## config.mk

```make
export PLATFORM = sky130hd
export DESIGN_NAME = hid_keyboard_report_builder_core
export DESIGN_NICKNAME = d
export VERILOG_FILES = /design/src/hkrb_pkg.sv /design/src/hid_keyboard_report_builder_core.sv
export SDC_FILE = /design/constraint.sdc
export NUM_CORES = 1
export LEC_CHECK = 0
export ABC_AREA = 1
export BUFFER_PORTS_ARGS = -buffer_cell sky130_fd_sc_hd__buf_2
export CAP_MARGIN = 20
export CORE_ASPECT_RATIO = 0.75
export CORE_UTILIZATION = 53
export DETAILED_ROUTE_END_ITERATION = 10
export PLACE_DENSITY_LB_ADDON = 0.2
export SYNTH_ARGS = -nofsm -noshare
export SYNTH_HDL_FRONTEND = slang
export SYNTH_SLANG_ARGS = --single-unit
```

## constraint.sdc

```tcl
create_clock -name clk_i -period 6 [get_ports clk_i]
set_clock_uncertainty 0.1 [all_clocks]
set_input_delay 0.9 -clock clk_i [delete_from_list [all_inputs] [get_ports clk_i]]
set_output_delay 0.9 -clock clk_i [all_outputs]
set_load 0.05 [all_outputs]
```

## src/hkrb_pkg.sv

```systemverilog
// Shared types, constants and character-to-usage mapping for the keyboard report builder.
package hkrb_pkg;

  typedef enum logic [1:0] {
    FUNC_PRESS       = 2'd0,
    FUNC_RELEASE     = 2'd1,
    FUNC_RELEASE_ALL = 2'd2
  } func_e;

  localparam int unsigned OutSlots = 6;

  localparam logic [7:0] MOD_NONE   = 8'h00;
  localparam logic [7:0] MOD_LSHIFT = 8'h02;

  localparam logic [7:0] USAGE_NONE  = 8'd0;
  localparam logic [7:0] USAGE_A     = 8'd4;
  localparam logic [7:0] USAGE_1     = 8'd30;
  localparam logic [7:0] USAGE_0     = 8'd39;
  localparam logic [7:0] USAGE_ENTER = 8'd40;
  localparam logic [7:0] USAGE_SPACE = 8'd44;

  localparam logic [7:0] CHAR_LA    = 8'h61;  // 'a'
  localparam logic [7:0] CHAR_LZ    = 8'h7A;  // 'z'
  localparam logic [7:0] CHAR_UA    = 8'h41;  // 'A'
  localparam logic [7:0] CHAR_UZ    = 8'h5A;  // 'Z'
  localparam logic [7:0] CHAR_ONE   = 8'h31;  // '1'
  localparam logic [7:0] CHAR_NINE  = 8'h39;  // '9'
  localparam logic [7:0] CHAR_ZERO  = 8'h30;  // '0'
  localparam logic [7:0] CHAR_SPACE = 8'h20;
  localparam logic [7:0] CHAR_LF    = 8'h0A;
  localparam logic [7:0] CHAR_CR    = 8'h0D;

  typedef struct packed {
    logic [7:0] usage;
    logic [7:0] modifier;
  } key_map_t;

  function automatic key_map_t map_char(input logic [7:0] c);
    key_map_t m;
    m.usage    = USAGE_NONE;
    m.modifier = MOD_NONE;
    if (c >= CHAR_LA && c <= CHAR_LZ) begin
      m.usage = USAGE_A + (c - CHAR_LA);
    end else if (c >= CHAR_UA && c <= CHAR_UZ) begin
      m.usage    = USAGE_A + (c - CHAR_UA);
      m.modifier = MOD_LSHIFT;
    end else if (c >= CHAR_ONE && c <= CHAR_NINE) begin
      m.usage = USAGE_1 + (c - CHAR_ONE);
    end else if (c == CHAR_ZERO) begin
      m.usage = USAGE_0;
    end else if (c == CHAR_SPACE) begin
      m.usage = USAGE_SPACE;
    end else if (c == CHAR_LF || c == CHAR_CR) begin
      m.usage = USAGE_ENTER;
    end
    return m;
  endfunction

endpackage

```

## src/hid_keyboard_report_builder_core.sv

```systemverilog
// Boot keyboard report builder: key events in, 8-byte six-key rollover reports out.
//
// Input stream: one key event per beat. tuser carries the function code
// (press, release, release all); tdata carries the ASCII character and the
// link-up flag. Output stream: one 8-byte report per beat, byte 0 in the
// lowest bits. A report is sent only for a mapped press or release, or a
// release all, while enabled and with link_up set; unmapped characters on
// press or release and the unused function code change nothing and send nothing.
// A beat is captured in the input register; the key slot update and report
// are formed from it and land in the output register.
// Throughput: one event per cycle while the receiver does not stall; the slot
// compare and first-free pick fit in the single stage between the two registers.
// Reset clears the enable, the held modifier, all key slots and the valid
// flags of both pipeline registers. When the receiver stalls, the report
// holds in the output register, the input register holds the next event,
// and tready drops only once both are full.
module hid_keyboard_report_builder_core
  import hkrb_pkg::*;
#(
  parameter int unsigned KEY_SLOTS = 6
) (
  input  logic        clk_i,
  input  logic        rst_ni,
  input  logic        cfg_we_i,
  input  logic        cfg_wdata_i,     // enabled
  input  logic        s_axis_tvalid_i,
  output logic        s_axis_tready_o,
  input  logic [15:0] s_axis_tdata_i,  // [7:0] key_char, [8] link_up, [15:9] zero
  input  logic [1:0]  s_axis_tuser_i,  // [1:0] func
  output logic        m_axis_tvalid_o,
  input  logic        m_axis_tready_i,
  output logic [63:0] m_axis_tdata_o   // modifier_byte, reserved_byte, key_code_0..5
);

  logic       enabled_q;
  logic       in_valid_q;
  func_e      func_q;
  logic [7:0] char_q;
  logic       link_q;
  logic       out_valid_q, out_valid_d;
  logic [7:0] mod_q, mod_d;
  logic [7:0] slots_q [KEY_SLOTS];
  logic [7:0] slots_d [KEY_SLOTS];
  logic [63:0] report_q, report_d;
  logic       advance;
  logic       emit;
  key_map_t   mapped;

  assign advance         = !out_valid_q || m_axis_tready_i;
  assign s_axis_tready_o = !in_valid_q || advance;
  assign mapped          = map_char(char_q);

  always_comb begin
    logic hit;
    logic placed;
    logic cleared;
    hit     = 1'b0;
    placed  = 1'b0;
    cleared = 1'b0;
    emit    = 1'b0;
    mod_d   = mod_q;
    for (int i = 0; i < KEY_SLOTS; i++) begin
      slots_d[i] = slots_q[i];
    end
    if (in_valid_q && advance) begin
      unique case (func_q)
        FUNC_PRESS: begin
          if (mapped.usage != USAGE_NONE) begin
            emit  = 1'b1;
            mod_d = mapped.modifier;
            for (int i = 0; i < KEY_SLOTS; i++) begin
              if (slots_q[i] == mapped.usage) hit = 1'b1;
            end
            for (int i = 0; i < KEY_SLOTS; i++) begin
              if (!hit && !placed && slots_q[i] == USAGE_NONE) begin
                slots_d[i] = mapped.usage;
                placed     = 1'b1;
              end
            end
          end
        end
        FUNC_RELEASE: begin
          if (mapped.usage != USAGE_NONE) begin
            emit  = 1'b1;
            mod_d = MOD_NONE;
            for (int i = 0; i < KEY_SLOTS; i++) begin
              if (!cleared && slots_q[i] == mapped.usage) begin
                slots_d[i] = USAGE_NONE;
                cleared    = 1'b1;
              end
            end
          end
        end
        FUNC_RELEASE_ALL: begin
          emit  = 1'b1;
          mod_d = MOD_NONE;
          for (int i = 0; i < KEY_SLOTS; i++) begin
            slots_d[i] = USAGE_NONE;
          end
        end
        default: begin
          emit = 1'b0;
        end
      endcase
      emit = emit && enabled_q && link_q;
    end
  end

  assign report_d[7:0]  = mod_d;
  assign report_d[15:8] = 8'h00;
  for (genvar j = 0; j < OutSlots; j++) begin : g_report
    if (j < KEY_SLOTS) begin : g_used
      assign report_d[16 + 8*j +: 8] = slots_d[j];
    end else begin : g_unused
      assign report_d[16 + 8*j +: 8] = USAGE_NONE;
    end
  end

  always_comb begin
    if (advance) begin
      out_valid_d = emit;
    end else begin
      out_valid_d = out_valid_q;
    end
  end

  always_ff @(posedge clk_i or negedge rst_ni) begin
    if (!rst_ni) begin
      enabled_q   <= 1'b0;
      in_valid_q  <= 1'b0;
      out_valid_q <= 1'b0;
      mod_q       <= MOD_NONE;
      for (int i = 0; i < KEY_SLOTS; i++) begin
        slots_q[i] <= USAGE_NONE;
      end
    end else begin
      if (cfg_we_i) begin
        enabled_q <= cfg_wdata_i;
      end
      if (s_axis_tready_o) begin
        in_valid_q <= s_axis_tvalid_i;
      end
      out_valid_q <= out_valid_d;
      mod_q       <= mod_d;
      for (int i = 0; i < KEY_SLOTS; i++) begin
        slots_q[i] <= slots_d[i];
      end
    end
  end

  always_ff @(posedge clk_i) begin
    if (s_axis_tready_o && s_axis_tvalid_i) begin
      func_q <= func_e'(s_axis_tuser_i);
      char_q <= s_axis_tdata_i[7:0];
      link_q <= s_axis_tdata_i[8];
    end
    if (advance && emit) begin
      report_q <= report_d;
    end
  end

  assign m_axis_tvalid_o = out_valid_q;
  assign m_axis_tdata_o  = report_q;

endmodule

```

==> summary.txt <==
Outcome
  • Status: completed

Die
  • Site Rows: 35
  • Die H: 100 µm
  • Initial core utilization: 54.9%
  • Die width: 133 µm
  • Io pins: 90
  • Core Region: 12,400 µm²
  • Total Die Area: 13,300 µm²

Logic synthesis
  • Post-synth top cells: 225 x nand2_1, 114 x nand3_1, 89 x inv_1, 67 x edfxtp_1, 59 x dfrtp_1
  • Synthesized flop and latch total: 126
  • Sequential fraction of the synthesis area: 51.1%
  • Cell with the most instances after synthesis: nand2_1
  • Cell area after synthesis: 6830 µm²
  • Synth Warn #: 0
  • Area leader, netlist: edfxtp_1
  • EDFF count, synth: 67
  • Area contributors post-synth: edfxtp_1 29%, dfrtp_1 22%, nand2_1 12%, nand3_1 8.4%, inv_1 4.9%
  • Mapped Cells: 784
  • Synth cell types: 46
  • Top_reg_cell synth: edfxtp_1
  • Post-synth ARST share: 46.8%
  • Avg Cell Area, Syn: 8.71 µm²
  • Share of the synthesized area in the top cell type: 29.5%

Worst hold path
  • Worst Hold Class: register to register
  • WHS Endpoint: mod_q[4]
  • Hold depth: 2
  • Hold Path Origin: mod_q[4]

Setup path
  • Crit path kind: register to register
  • Startpoint type of the worst setup path: register
  • Top delay family on crit path: simple AND/OR/NAND/NOR gates
  • Crit-path cells: inv_1, ha_1, nand3_2, nand2_1, nand2_1, nand2_1, nand2_2, nand2_2, nand2_2, inv_2, nand3_1, nor4_4, inv_2, or2_1, nand2_1, nor3_4, buf_12
  • Required time of the critical path: 6.03 ns
  • CP Capture Type: register
  • Slowest library cell on the worst path: edfxtp_1
  • Setup slack, reg-to-reg: 1.90 ns
  • Arrival time worst endpoint: 4.14 ns
  • Worst path bufs/invs: 4
  • Reg2Reg Depth: 17
  • R2R Path Start: char_q[0]
  • Worst R2R End: m_axis_tdata_o[28]
  • Largest stage delay, worst path: 0.50 ns
  • Crit-path max FO: 49
  • Critical path's most frequent cell: nand2_1

Timing
  • Fmax: 244 MHz
  • TNS Setup: 0 ns
  • Final WS setup: 1.90 ns
  • Final Hold Fails: 0
  • Final min period: 4.10 ns
  • Relative slew slack: 40.1%
  • Worst Tran Pin Value: 0.890 ns
  • Slew Limit Fails: 0
  • RSZ-0062 raised after global routing: no
  • Final worst-path cycle share: 68.4%
  • Finish-stage setup viols: 0

Clocking
  • Clock slew at reported path FFs: 0.06 ns
  • Hold_buf cts: 0
  • Post_cts resized: 0
  • Worst skew pair latency: 0.41 ns
  • Root Buffer: clkbuf_16
  • CTS tree: yes
  • TritonCTS buffer count: 17
  • Post-CTS Setup Inserts: 0
  • CTS sink cnt: 126
  • Max clock buf depth: 2
  • H-tree levels: 4

Global routing
  • Met2 Usage GRT: 42.1%
  • Largest net degree at the start of global routing: 60
  • Global routing usage on met3: 8.18%
  • First-pass GRT wire length: 28.2 mm
  • Global route overflow: 0
  • GR met1 Demand/Resource: 38.8%
  • Vias in the first global route: 5,471
  • Initial antenna violation count: 0
  • Total Routing Usage GR: 27.7%
  • Busiest grt layer: met2

Power and ir drop
  • Pwr dens: 391 nW/µm²
  • Maximum vdd drop: 0.261 mV
  • LEAKAGE: 3.86 nW
  • Total design power: 0.00310 W

Final layout
  • Fillers: 1,050
  • P&R area growth vs syn: 16.0%
  • Final Instance Count excl. Fillers: 1,038
  • Nets: 888
  • Share of layout cells above drive strength 1: 19.8%
  • Diode count: 0
  • Post-route cell area: 7920 µm²

Placement
  • DP Area: 7320 µm²
  • Pre-CTS setup slack: 1.97 ns
  • DP Cell Count: 1,006
  • PortBufs: 74
  • GP Congestion: 0.889
  • Post-DP HPWL: 11.7 mm

Routing
  • Drt wl/cell: 16.7 µm
  • Via count: 5,725
  • Vias per cell: 5.52
  • Post-Route WL: 17.3 mm
  • Drc violations: 0
  • Initial DRC Count: 528
  • Final ANT Viol Nets: 0
  • First drt pass iteration count: 5

Job
  • Max-Cap Viols: 0
==> through the flow <==
step | utilization, % | hold slack, ns
2_1_floorplan | - | 0.362
3_3_place_gp | 58.9 | 0.372
3_5_place_dp | 58.9 | 0.378
4_1_cts | 63.7 | 0.388
5_1_grt | 63.7 | 0.405
6_report | 63.7 | 0.391
==> logic make-up after synthesis <==
family	count (synthesis)	share of synthesized area (%)
xor+xnor	17	2.18
buf+inv	129	8.12
flops	126	51.1
compound gates	62	5.77
simple gates	444	31.9
fa+ha+maj	5	0.916
other cells	1	0.0549
==> power breakdown <==
group / switching, W / leakage, nW / total [W] / internal, W
clock: 0.000419 / 0.292 / 0.00104 / 0.000625
combinational: 0.000677 / 2.15 / 0.000949 / 0.000272
sequential: 0.0000935 / 1.42 / 0.00111 / 0.00101
==> layer usage <==
metal	part of all wire [%]	wire length, µm	up-vias
met4	0.57	99	0
met2	43	7470	270
met5	0	0	-
met3	9.3	1620	14
li1	-	-	2731
met1	47	8140	2710
==> cell usage in the layout, fill, tap and decap left out, types with 8 or more instances in the layout <==
cell       count
inv_1         89
nand3_1      114
dfrtp_1       59
o21ai_0       11
buf_2         74
nor3_1         9
nor2_1        34
a31oi_1       22
nand2_1      225
xor2_1        15
a21boi_1      10
edfxtp_1      67
nand2_2       14
clkbuf_16     17
conb_1         8
==> sequential cells by signal, summed over array words and instances, names as in the netlist, 2 cells and up <==
register and cells:
char_q 8, func_q 2, m_axis_tdata_o 56, mod_q 8
slots_q 48
==> tightest hold or removal path, cell delays in order (launching register included) <==
cell     delay [ns]
dfrtp_1        0.36
inv_1          0.05
nor2_1         0.05
==> worst max path at each step <==
stage          startpoint  cells after the start                 end
2_1_floorplan   char_q[0]                     16   m_axis_tdata_o[0]
3_3_place_gp    char_q[0]                     17  m_axis_tdata_o[20]
3_5_place_dp    char_q[1]                     17  m_axis_tdata_o[20]
4_1_cts         char_q[0]                     17  m_axis_tdata_o[28]
5_1_grt         char_q[1]                     18  m_axis_tdata_o[28]
6_report        char_q[0]                     17  m_axis_tdata_o[28]
==> layout make-up <==
type | instances | area, µm² | share of cell area [%]
sequential | 126 | 3490 | 44.1
multi-input combinational | 536 | 2830 | 35.7
timing repair buffer | 80 | 428 | 5.41
clock buffer | 17 | 425 | 5.37
inverter | 98 | 369 | 4.66
tap | 166 | 208 | 2.62
clock inverter | 15 | 171 | 2.17
Note: power is estimated with default switching activity, not from simulation.
